File: src/rtl/tlr_pkg.sv
// Shared types and constants for the thick line rasterizer.
package tlr_pkg;

    localparam int PIX_W = 13;
    localparam int BW_W = 7;
    localparam int HALF_W = 6;
    localparam int SQ_W = 7;

    localparam logic [BW_W-1:0] BRUSH_RESET = 7'd2;

    localparam logic ACT_LOAD = 1'b0;
    localparam logic ACT_ADV = 1'b1;

    typedef struct packed {
        logic [PIX_W-1:0] pixel_x;
        logic [PIX_W-1:0] pixel_y;
        logic             last;
    } result_t;

    localparam int RES_W = $bits(result_t);

endpackage

File: src/rtl/thick_line_rasterizer_unit.sv
// Top level of the thick line rasterizer with a square brush.
// A load transaction stores a segment; each advance transaction returns the
// next brush pixel, with last set on the final one, or nothing when the
// segment is done. Commands wait in a two-entry queue and results in a
// two-entry queue, so the input side keeps taking transactions while a result
// waits to be popped. Items are handled one at a time by a sequencer that
// takes one settle step per cycle: a load sets up its x pass and starts the
// serial divider, which computes the slope quotient one bit per cycle, and
// divides again for the y pass when its x pass is empty; an advance settles
// onto the next pixel, moving on to the next centre where needed, and runs
// the divider again when it crosses from the x pass into the y pass.
module thick_line_rasterizer_unit #(
    parameter int COORD_BITS = 12
) (
    input  logic                        clk,
    input  logic                        rst_n,
    input  logic                        push,
    output logic                        full,
    input  logic                        action,
    input  logic [COORD_BITS-1:0]       x_a,
    input  logic [COORD_BITS-1:0]       y_a,
    input  logic [COORD_BITS-1:0]       x_b,
    input  logic [COORD_BITS-1:0]       y_b,
    input  logic                        cfg_wr_en,
    input  logic [tlr_pkg::BW_W-1:0]    cfg_wr_data,
    output logic                        empty,
    input  logic                        pop,
    output logic [tlr_pkg::PIX_W-1:0]   pixel_x,
    output logic [tlr_pkg::PIX_W-1:0]   pixel_y,
    output logic                        last
);

    import tlr_pkg::*;

    logic                   cmd_empty;
    logic                   cmd_pop;
    logic [4*COORD_BITS:0]  cmd_data;
    logic                   res_full;
    logic                   res_push;
    result_t                res_data;
    logic [RES_W-1:0]       res_out_bits;
    result_t                res_out;

    tlr_front #(
        .COORD_BITS (COORD_BITS)
    ) u_front (
        .clk       (clk),
        .rst_n     (rst_n),
        .push      (push),
        .full      (full),
        .action    (action),
        .x_a       (x_a),
        .y_a       (y_a),
        .x_b       (x_b),
        .y_b       (y_b),
        .cmd_empty (cmd_empty),
        .cmd_pop   (cmd_pop),
        .cmd_data  (cmd_data)
    );

    tlr_back #(
        .COORD_BITS (COORD_BITS)
    ) u_back (
        .clk         (clk),
        .rst_n       (rst_n),
        .cfg_wr_en   (cfg_wr_en),
        .cfg_wr_data (cfg_wr_data),
        .cmd_empty   (cmd_empty),
        .cmd_pop     (cmd_pop),
        .cmd_data    (cmd_data),
        .res_full    (res_full),
        .res_push    (res_push),
        .res_data    (res_data)
    );

    tlr_fifo #(
        .WIDTH (RES_W),
        .DEPTH (2)
    ) u_res_queue (
        .clk   (clk),
        .rst_n (rst_n),
        .push  (res_push),
        .full  (res_full),
        .din   (res_data),
        .pop   (pop),
        .empty (empty),
        .dout  (res_out_bits)
    );

    assign res_out = res_out_bits;
    assign pixel_x = res_out.pixel_x;
    assign pixel_y = res_out.pixel_y;
    assign last = res_out.last;

endmodule

File: src/rtl/tlr_fifo.sv
// Small register-based queue, used for commands and for results.
module tlr_fifo #(
    parameter int WIDTH = 8,
    parameter int DEPTH = 2
) (
    input  logic             clk,
    input  logic             rst_n,
    input  logic             push,
    output logic             full,
    input  logic [WIDTH-1:0] din,
    input  logic             pop,
    output logic             empty,
    output logic [WIDTH-1:0] dout
);

    localparam int PTR_W = $clog2(DEPTH);
    localparam int CNT_W = $clog2(DEPTH + 1);

    logic [WIDTH-1:0] slot_reg [DEPTH];
    logic [PTR_W-1:0] wr_ptr_reg, wr_ptr_next;
    logic [PTR_W-1:0] rd_ptr_reg, rd_ptr_next;
    logic [CNT_W-1:0] count_reg, count_next;
    logic             do_push;
    logic             do_pop;

    assign full = (count_reg == CNT_W'(DEPTH));
    assign empty = (count_reg == '0);
    assign dout = slot_reg[rd_ptr_reg];
    assign do_push = push && !full;
    assign do_pop = pop && !empty;

    always_comb
    begin
        wr_ptr_next = wr_ptr_reg;
        rd_ptr_next = rd_ptr_reg;
        count_next = count_reg;
        if (do_push)
        begin
            wr_ptr_next = (wr_ptr_reg == PTR_W'(DEPTH - 1)) ? '0 : wr_ptr_reg + 1'b1;
        end
        if (do_pop)
        begin
            rd_ptr_next = (rd_ptr_reg == PTR_W'(DEPTH - 1)) ? '0 : rd_ptr_reg + 1'b1;
        end
        case ({do_push, do_pop})
            2'b10: count_next = count_reg + 1'b1;
            2'b01: count_next = count_reg - 1'b1;
            default: count_next = count_reg;
        endcase
    end

    always_ff @(posedge clk or negedge rst_n)
    begin
        if (!rst_n)
        begin
            wr_ptr_reg <= '0;
            rd_ptr_reg <= '0;
            count_reg <= '0;
        end
        else
        begin
            wr_ptr_reg <= wr_ptr_next;
            rd_ptr_reg <= rd_ptr_next;
            count_reg <= count_next;
        end
    end

    always_ff @(posedge clk)
    begin
        if (do_push)
        begin
            slot_reg[wr_ptr_reg] <= din;
        end
    end

endmodule

File: src/rtl/tlr_front.sv
// Front end: accepts input transactions, classifies them and queues commands.
module tlr_front #(
    parameter int COORD_BITS = 12
) (
    input  logic                    clk,
    input  logic                    rst_n,
    input  logic                    push,
    output logic                    full,
    input  logic                    action,
    input  logic [COORD_BITS-1:0]   x_a,
    input  logic [COORD_BITS-1:0]   y_a,
    input  logic [COORD_BITS-1:0]   x_b,
    input  logic [COORD_BITS-1:0]   y_b,
    output logic                    cmd_empty,
    input  logic                    cmd_pop,
    output logic [4*COORD_BITS:0]   cmd_data
);

    import tlr_pkg::*;

    logic [4*COORD_BITS:0] cmd_in;

    // Advance commands carry no coordinates.
    always_comb
    begin
        if (action == ACT_LOAD)
        begin
            cmd_in = {ACT_LOAD, x_a, y_a, x_b, y_b};
        end
        else
        begin
            cmd_in = {ACT_ADV, {(4 * COORD_BITS){1'b0}}};
        end
    end

    tlr_fifo #(
        .WIDTH (4 * COORD_BITS + 1),
        .DEPTH (2)
    ) u_cmd_queue (
        .clk   (clk),
        .rst_n (rst_n),
        .push  (push),
        .full  (full),
        .din   (cmd_in),
        .pop   (cmd_pop),
        .empty (cmd_empty),
        .dout  (cmd_data)
    );

endmodule

File: src/rtl/tlr_div.sv
// Restoring divider, one quotient bit per cycle.
module tlr_div #(
    parameter int WIDTH = 12
) (
    input  logic             clk,
    input  logic             rst_n,
    input  logic             start,
    input  logic [WIDTH-1:0] dividend,
    input  logic [WIDTH-1:0] divisor,
    output logic             busy,
    output logic [WIDTH-1:0] quotient,
    output logic [WIDTH-1:0] remainder
);

    localparam int CNT_W = $clog2(WIDTH + 1);

    logic [WIDTH-1:0] rem_reg, rem_next;
    logic [WIDTH-1:0] quo_reg, quo_next;
    logic [CNT_W-1:0] step_reg, step_next;
    logic [WIDTH:0]   shifted;
    logic [WIDTH:0]   diff;
    logic             fits;

    assign shifted = {rem_reg, quo_reg[WIDTH-1]};
    assign diff = shifted - {1'b0, divisor};
    assign fits = (shifted >= {1'b0, divisor});
    assign busy = (step_reg != '0);
    assign quotient = quo_reg;
    assign remainder = rem_reg;

    always_comb
    begin
        rem_next = rem_reg;
        quo_next = quo_reg;
        step_next = step_reg;
        if (start)
        begin
            rem_next = '0;
            quo_next = dividend;
            step_next = CNT_W'(WIDTH);
        end
        else if (busy)
        begin
            rem_next = fits ? diff[WIDTH-1:0] : shifted[WIDTH-1:0];
            quo_next = {quo_reg[WIDTH-2:0], fits};
            step_next = step_reg - 1'b1;
        end
    end

    always_ff @(posedge clk or negedge rst_n)
    begin
        if (!rst_n)
        begin
            step_reg <= '0;
        end
        else
        begin
            step_reg <= step_next;
        end
    end

    always_ff @(posedge clk)
    begin
        rem_reg <= rem_next;
        quo_reg <= quo_next;
    end

endmodule

File: src/rtl/tlr_back.sv
// Back end: segment state, centre stepping and brush square sequencing.
module tlr_back #(
    parameter int COORD_BITS = 12
) (
    input  logic                          clk,
    input  logic                          rst_n,
    input  logic                          cfg_wr_en,
    input  logic [tlr_pkg::BW_W-1:0]      cfg_wr_data,
    input  logic                          cmd_empty,
    output logic                          cmd_pop,
    input  logic [4*COORD_BITS:0]         cmd_data,
    input  logic                          res_full,
    output logic                          res_push,
    output tlr_pkg::result_t              res_data
);

    import tlr_pkg::*;

    localparam int CW = COORD_BITS;
    localparam int EXT_W = ((CW > HALF_W) ? CW : HALF_W) + 1;

    localparam int ST_W = 3;
    localparam logic [ST_W-1:0] S_IDLE = 3'd0;
    localparam logic [ST_W-1:0] S_SETUP = 3'd1;
    localparam logic [ST_W-1:0] S_DIV = 3'd2;
    localparam logic [ST_W-1:0] S_SETTLE = 3'd3;
    localparam logic [ST_W-1:0] S_EMIT = 3'd4;
    localparam logic [ST_W-1:0] S_PUSH = 3'd5;

    localparam logic [1:0] M_LOAD = 2'd0;
    localparam logic [1:0] M_PRE = 2'd1;
    localparam logic [1:0] M_POST = 2'd2;

    localparam logic PASS_X = 1'b0;
    localparam logic PASS_Y = 1'b1;

    logic [ST_W-1:0]   state_reg, state_next;
    logic [1:0]        mode_reg, mode_next;
    logic [BW_W-1:0]   brush_reg;
    logic [CW-1:0]     xa_reg, xa_next, ya_reg, ya_next;
    logic [CW-1:0]     xb_reg, xb_next, yb_reg, yb_next;
    logic              pass_reg, pass_next;
    logic [CW-1:0]     idx_reg, idx_next;
    logic [CW-1:0]     cnt_reg, cnt_next;
    logic [SQ_W-1:0]   col_reg, col_next;
    logic [SQ_W-1:0]   row_reg, row_next;
    logic              active_reg, active_next;
    logic [CW-1:0]     maj_reg, maj_next;
    logic [CW-1:0]     min_reg, min_next;
    logic [CW-1:0]     racc_reg, racc_next;
    logic              neg_reg, neg_next;
    logic [PIX_W-1:0]  px_reg, px_next;
    logic [PIX_W-1:0]  py_reg, py_next;

    logic              cmd_action;
    logic [CW-1:0]     cmd_xa, cmd_ya, cmd_xb, cmd_yb;

    logic              b_first;
    logic [CW-1:0]     pa, sa, pb, sb, p0, p1, s0, s1;
    logic [CW-1:0]     span;
    logic              s_neg;
    logic [CW-1:0]     s_mag;

    logic              div_start;
    logic              div_busy;
    logic [CW-1:0]     div_quo;
    logic [CW-1:0]     div_rem;

    logic [HALF_W-1:0] half;
    logic [CW-1:0]     cx, cy;
    logic [EXT_W-1:0]  cx_e, cy_e, half_e;
    logic              cx_ge, cy_ge;
    logic [EXT_W-1:0]  sum_x, sum_y;
    logic [EXT_W-1:0]  left_e, top_e;
    logic [SQ_W-1:0]   ncol, nrow;
    logic              row_wrap;
    logic [SQ_W-1:0]   col_step, row_step;
    logic              col_done;

    logic [CW:0]       racc_sum, racc_diff;
    logic              rwrap;
    logic [CW-1:0]     racc_adv;
    logic [CW-1:0]     inc;
    logic [CW-1:0]     min_adv;

    logic [EXT_W-1:0]        px_e, py_e;
    logic [EXT_W+PIX_W-1:0]  px_wide, py_wide;
    logic                    settled;

    assign cmd_action = cmd_data[4*CW];
    assign cmd_xa = cmd_data[4*CW-1:3*CW];
    assign cmd_ya = cmd_data[3*CW-1:2*CW];
    assign cmd_xb = cmd_data[2*CW-1:CW];
    assign cmd_yb = cmd_data[CW-1:0];

    // Endpoint ordering along the major axis of the current pass.
    always_comb
    begin
        if (pass_reg == PASS_Y)
        begin
            b_first = !(ya_reg < yb_reg);
            pa = ya_reg;
            sa = xa_reg;
            pb = yb_reg;
            sb = xb_reg;
        end
        else
        begin
            b_first = !(xa_reg < xb_reg);
            pa = xa_reg;
            sa = ya_reg;
            pb = xb_reg;
            sb = yb_reg;
        end
        p0 = b_first ? pb : pa;
        s0 = b_first ? sb : sa;
        p1 = b_first ? pa : pb;
        s1 = b_first ? sa : sb;
        span = p1 - p0;
        s_neg = (s1 < s0);
        s_mag = s_neg ? s0 - s1 : s1 - s0;
    end

    tlr_div #(
        .WIDTH (CW)
    ) u_div (
        .clk       (clk),
        .rst_n     (rst_n),
        .start     (div_start),
        .dividend  (s_mag),
        .divisor   (span),
        .busy      (div_busy),
        .quotient  (div_quo),
        .remainder (div_rem)
    );

    // Square geometry around the current centre.
    assign half = brush_reg[BW_W-1:1];
    assign cx = (pass_reg == PASS_Y) ? min_reg : maj_reg;
    assign cy = (pass_reg == PASS_Y) ? maj_reg : min_reg;
    assign cx_e = EXT_W'(cx);
    assign cy_e = EXT_W'(cy);
    assign half_e = EXT_W'(half);
    assign cx_ge = (cx_e >= half_e);
    assign cy_ge = (cy_e >= half_e);
    assign sum_x = cx_e + half_e;
    assign sum_y = cy_e + half_e;
    assign ncol = cx_ge ? {half, 1'b0} : sum_x[SQ_W-1:0];
    assign nrow = cy_ge ? {half, 1'b0} : sum_y[SQ_W-1:0];
    assign left_e = cx_ge ? cx_e - half_e : '0;
    assign top_e = cy_ge ? cy_e - half_e : '0;
    assign row_wrap = (row_reg >= nrow);
    assign col_step = row_wrap ? col_reg + 1'b1 : col_reg;
    assign row_step = row_wrap ? '0 : row_reg;
    assign col_done = (col_step >= ncol);

    // Incremental quotient: the minor coordinate moves by quotient plus a carry
    // from the running remainder.
    assign racc_sum = {1'b0, racc_reg} + {1'b0, div_rem};
    assign racc_diff = racc_sum - {1'b0, cnt_reg};
    assign rwrap = (racc_sum >= {1'b0, cnt_reg});
    assign racc_adv = rwrap ? racc_diff[CW-1:0] : racc_sum[CW-1:0];
    assign inc = div_quo + {{(CW - 1){1'b0}}, rwrap};
    assign min_adv = neg_reg ? min_reg - inc : min_reg + inc;

    assign px_e = left_e + EXT_W'(col_reg);
    assign py_e = top_e + EXT_W'(row_reg);
    assign px_wide = {{PIX_W{1'b0}}, px_e};
    assign py_wide = {{PIX_W{1'b0}}, py_e};

    assign res_data.pixel_x = px_reg;
    assign res_data.pixel_y = py_reg;
    assign res_data.last = !active_reg;

    always_comb
    begin
        state_next = state_reg;
        mode_next = mode_reg;
        xa_next = xa_reg;
        ya_next = ya_reg;
        xb_next = xb_reg;
        yb_next = yb_reg;
        pass_next = pass_reg;
        idx_next = idx_reg;
        cnt_next = cnt_reg;
        col_next = col_reg;
        row_next = row_reg;
        active_next = active_reg;
        maj_next = maj_reg;
        min_next = min_reg;
        racc_next = racc_reg;
        neg_next = neg_reg;
        px_next = px_reg;
        py_next = py_reg;
        cmd_pop = 1'b0;
        res_push = 1'b0;
        div_start = 1'b0;
        settled = 1'b0;

        unique case (state_reg)
            S_IDLE:
            begin
                if (!cmd_empty && (cmd_action == ACT_LOAD || !res_full))
                begin
                    cmd_pop = 1'b1;
                    if (cmd_action == ACT_LOAD)
                    begin
                        xa_next = cmd_xa;
                        ya_next = cmd_ya;
                        xb_next = cmd_xb;
                        yb_next = cmd_yb;
                        pass_next = PASS_X;
                        idx_next = '0;
                        col_next = '0;
                        row_next = '0;
                        active_next = 1'b1;
                        mode_next = M_LOAD;
                        state_next = S_SETUP;
                    end
                    else
                    begin
                        mode_next = M_PRE;
                        state_next = S_SETTLE;
                    end
                end
            end
            S_SETUP:
            begin
                maj_next = p0;
                min_next = s0;
                cnt_next = span;
                neg_next = s_neg;
                racc_next = '0;
                div_start = 1'b1;
                state_next = S_DIV;
            end
            S_DIV:
            begin
                if (!div_busy)
                begin
                    state_next = S_SETTLE;
                end
            end
            S_SETTLE:
            begin
                if (!active_reg)
                begin
                    settled = 1'b1;
                end
                else if (idx_reg >= cnt_reg)
                begin
                    if (pass_reg == PASS_X)
                    begin
                        pass_next = PASS_Y;
                        idx_next = '0;
                        col_next = '0;
                        row_next = '0;
                        state_next = S_SETUP;
                    end
                    else
                    begin
                        active_next = 1'b0;
                        settled = 1'b1;
                    end
                end
                else if (half == '0)
                begin
                    active_next = 1'b0;
                    settled = 1'b1;
                end
                else if (col_done)
                begin
                    col_next = '0;
                    row_next = '0;
                    idx_next = idx_reg + 1'b1;
                    maj_next = maj_reg + 1'b1;
                    min_next = min_adv;
                    racc_next = racc_adv;
                end
                else
                begin
                    col_next = col_step;
                    row_next = row_step;
                    settled = 1'b1;
                end
                if (settled)
                begin
                    case (mode_reg)
                        M_PRE: state_next = active_next ? S_EMIT : S_IDLE;
                        M_POST: state_next = S_PUSH;
                        default: state_next = S_IDLE;
                    endcase
                end
            end
            S_EMIT:
            begin
                px_next = px_wide[PIX_W-1:0];
                py_next = py_wide[PIX_W-1:0];
                row_next = row_reg + 1'b1;
                mode_next = M_POST;
                state_next = S_SETTLE;
            end
            S_PUSH:
            begin
                res_push = 1'b1;
                state_next = S_IDLE;
            end
            default:
            begin
                state_next = S_IDLE;
            end
        endcase
    end

    always_ff @(posedge clk or negedge rst_n)
    begin
        if (!rst_n)
        begin
            state_reg <= S_IDLE;
            mode_reg <= M_LOAD;
            brush_reg <= BRUSH_RESET;
            xa_reg <= '0;
            ya_reg <= '0;
            xb_reg <= '0;
            yb_reg <= '0;
            pass_reg <= PASS_X;
            idx_reg <= '0;
            cnt_reg <= '0;
            col_reg <= '0;
            row_reg <= '0;
            active_reg <= 1'b0;
        end
        else
        begin
            state_reg <= state_next;
            mode_reg <= mode_next;
            if (cfg_wr_en)
            begin
                brush_reg <= cfg_wr_data;
            end
            xa_reg <= xa_next;
            ya_reg <= ya_next;
            xb_reg <= xb_next;
            yb_reg <= yb_next;
            pass_reg <= pass_next;
            idx_reg <= idx_next;
            cnt_reg <= cnt_next;
            col_reg <= col_next;
            row_reg <= row_next;
            active_reg <= active_next;
        end
    end

    always_ff @(posedge clk)
    begin
        maj_reg <= maj_next;
        min_reg <= min_next;
        racc_reg <= racc_next;
        neg_reg <= neg_next;
        px_reg <= px_next;
        py_reg <= py_next;
    end

    a_adv_room: assert property (@(posedge clk) disable iff (!rst_n)
        cmd_pop && cmd_action == ACT_ADV |-> !res_full)
        else $error("advance taken without room for its result");

    a_div_idle: assert property (@(posedge clk) disable iff (!rst_n)
        div_start |-> !div_busy)
        else $error("divider restarted while busy");

    a_settle_div: assert property (@(posedge clk) disable iff (!rst_n)
        state_reg == S_SETTLE |-> !div_busy)
        else $error("centre stepping before the divider finished");

    a_emit_valid: assert property (@(posedge clk) disable iff (!rst_n)
        state_reg == S_EMIT |-> active_reg && idx_reg < cnt_reg && half != '0)
        else $error("pixel emitted outside a valid square");

    a_idx_bound: assert property (@(posedge clk) disable iff (!rst_n)
        active_reg && state_reg == S_SETTLE |-> idx_reg <= cnt_reg)
        else $error("sample index ran past the pass length");

endmodule

File: config.mk
export PLATFORM = sky130hd
export DESIGN_NAME = thick_line_rasterizer_unit
export DESIGN_NICKNAME = d
export VERILOG_FILES = /design/src/rtl/tlr_pkg.sv /design/src/rtl/thick_line_rasterizer_unit.sv /design/src/rtl/tlr_fifo.sv /design/src/rtl/tlr_front.sv /design/src/rtl/tlr_div.sv /design/src/rtl/tlr_back.sv
export SDC_FILE = /design/constraint.sdc
export NUM_CORES = 1
export LEC_CHECK = 0
export BUFFER_PORTS_ARGS = -buffer_cell sky130_fd_sc_hd__buf_2
export CAP_MARGIN = 30
export CORE_UTILIZATION = 55
export CTS_BUF_LIST = sky130_fd_sc_hd__clkbuf_16
export CTS_CLUSTER_DIAMETER = 150
export DETAILED_ROUTE_END_ITERATION = 6
export GPL_TIMING_DRIVEN = 0
export PLACE_DENSITY = 0.72
export SETUP_SLACK_MARGIN = 0.4
export SLEW_MARGIN = 20
export SYNTH_ARGS = -nofsm -noshare
export SYNTH_HDL_FRONTEND = slang
export SYNTH_SLANG_ARGS = --single-unit
File: constraint.sdc
create_clock -name clk -period 18 [get_ports clk]
set_input_delay 3.6 -clock clk [delete_from_list [all_inputs] [get_ports clk]]
set_output_delay 3.6 -clock clk [all_outputs]
set_load 0.1 [all_outputs]
==> results.toml <==
[outcome]
status = "complete, no violations"

[cells_and_area]
fillCellCount = 3489
regArea_um2 = 9840
final_common_cell = "edfxtp_1"
syn_to_final_growth_pct = 11.3
layout.nets = 2669
final_cell_mix = "edfxtp_1 (227), mux2i_1 (183), ha_1 (181)"
multiInputGateArea_um2 = 12800
drive_above_1_share_pct = 12.0
largest_register_ffs = 98

[critical_path]
cp_data_required_time_ps = 18270
crit_fanout = 19
slowest_stage = "nor3b_1"
r2r_setup_slack_ps = 8070
worstSetupPathType = "reg -> reg"
cp.arrival_ps = 10200
crit_path_start_kind = "flip-flop"
cpPeakStageDelay_ps = 750
end_kind = "flip-flop"

[global_route]
gr-max-usage-layer = "met2"
met1_usage_pct = 38.1
antenna_found_initial = 1
grt_pass1_vias = 17800
grt_use_total_pct = 28.8
overflow = 0
grt_util_met3_pct = 3.82
grt_max_degree = 70
grt.met2_usage_pct = 47.8
grt_pass1_wl_mm = 98.1

[drt]
drt_iter0_markers = 1450
antenna_left = 0
post_drt_wl_per_cell_um = 20.8
firstDrtPassIters = 7
wl_mm = 62.1
route.detailed.drc = 0
vias = 18000
routed_via_density = 6.04

[sta]
fmax_mhz = 101
fin_crit_ps = 9930
fin_skew_ps = 27.4
tightest_slew_ps = 875
tns_ps = 0
finalHoldViolCount = 0
slew_headroom_pct = 41.1
setup_violations = 0
finalCritPeriodShare_pct = 55.1
rsz0062_at_grt = "no"
finalMaxSlewViolations = 0

[yosys]
syn_area_per_cell_um2 = 10.3
synth_area_um2 = 23400
postSynthCellCount = 2276
yosysSeqAreaShare_pct = 42.0
ys_async_sr_fraction_pct = 31.7
synth_enable_flop_cells = 227
synth.distinct_cells = 80
syn-num-nets = 2531
synth-seq-cells = 350
synthFlopType = "edfxtp_1"
yosys_warnings = 0

[placed_design]
dp_hpwl_mm = 48.1
gp_congestion = 1.03
io_buffers = 88

[cts]
hold_buffers = 0
cts_made_buffers = 40
tritoncts = "built"
worstSkewPairLatency_ps = 580
cts_num_sinks = 350
cts_buffer_depth = 3
path_clk_slew_ps = 60
cts_setup_buffers = 0
cts_root_buf = "clkbuf_16"
ctsResizeCount = 0
htreeDepth = 2

[run]
maxCapViolations = 0

[floorplanning]
start_util_pct = 55.9
ios = 90
fp.dieW_um = 208
core-area_um2 = 41900
rows = 75
fp.dieH_um = 208
die-area_um2 = 43500

[hold_path]
hp-class = "reg -> reg"
==> cell usage after synthesis (all sizes together) (13+ instances only) <==
cell,n,area share [%]
a211oi,20,0.64
a21o,35,1.1
a21oi,103,2.2
a22o,21,0.78
a31oi,19,0.51
and3,18,0.48
buf,32,0.75
clkbuf,69,1.1
dfrtp,110,12
edfxtp,227,29
fa,13,1.1
ha,181,9.7
inv,113,1.8
mux2,81,3.9
mux2i,184,7.9
nand2,175,2.8
nand2b,37,0.99
nand3,34,0.73
nand4,18,0.48
nor2,144,2.3
nor2b,66,1.8
nor3,51,1.1
o21a,16,0.51
o21ai,176,3.8
or3,20,0.53
xnor2,97,3.6
xor2,48,1.8
==> final cells by class <==
type | instances | area share, %
antenna | 1 | 0.00959
tap | 539 | 2.58
multi-input combinational | 1711 | 49.0
clock inverter | 30 | 0.940
buffer | 101 | 1.66
inverter | 114 | 1.64
clock buffer | 43 | 4.12
sequential | 350 | 37.7
timing repair buffer | 96 | 2.38
==> layer usage <==
metal  wire length (um)  vias up  share of wire [%]
li1                   -     8577                  -
met2              29600      602                 48
met1              26900     8707                 43
met5                  0        -                  0
met3               3250      156                5.2
met4               2350        0                3.8
==> worst max-delay path: cells and delay by family (launching register included) <==
| family | cells | cell delay [ps] |
|---|---|---|
| compound gates | 10 | 3040 |
| fa+ha+maj | 3 | 850 |
| buf+inv | 7 | 2300 |
| flops | 1 | 330 |
| mux | 2 | 870 |
| simple gates | 8 | 2180 |
==> cell families (layout without fill, tap and decap cells) <==
group / count (synthesis) / in the layout / synth area share (%)
and+or+nand+nor: 598 / 598 / 12.3
buffers and inverters: 215 / 384 / 3.68
adders and majority gates: 194 / 194 / 10.8
xor gates and xnor gates: 145 / 145 / 5.42
other: 0 / 1 / 0
muxes: 266 / 266 / 11.9
AOI/OAI and AO/OA: 508 / 508 / 13.9
DFF: 350 / 350 / 42.0
==> through the flow <==
| step | hold slack [ps] | setup slack (ps) | instances | instance area (um2) | util [%] |
|---|---|---|---|---|---|
| floorplan | 421 | 9430 | 2276 | 23400 | - |
| global placement | 423 | 6440 | 2903 | 24600 | 58.5 |
| detailed placement | 433 | 8320 | 2910 | 24800 | 59.1 |
| CTS | 447 | 8320 | 2983 | 26100 | 62.2 |
| global route | 458 | 7560 | 2985 | 26100 | 62.2 |
| finish | 444 | 8070 | 2985 | 26100 | 62.2 |
==> path summary, 6_finish.rpt <==
kind                                        from                         end  cells after the start
min in group asynchronous                  rst_n    u_back.u_div.step_reg[0]                      1
worst min register to register  u_back.py_reg[0]  u_res_queue.slot_reg[1][1]                      0
worst max register to register   u_back.pass_reg         u_back.racc_reg[10]                     30
worst max-delay path             u_back.pass_reg         u_back.racc_reg[10]                     30
max in group asynchronous                  rst_n           u_back.row_reg[1]                      2
worst min-delay path            u_back.py_reg[0]  u_res_queue.slot_reg[1][1]                      0
Power is left out: the tool's default activity adds up to more than one toggle a clock period on the data nets, which glitch-free logic cannot reach.
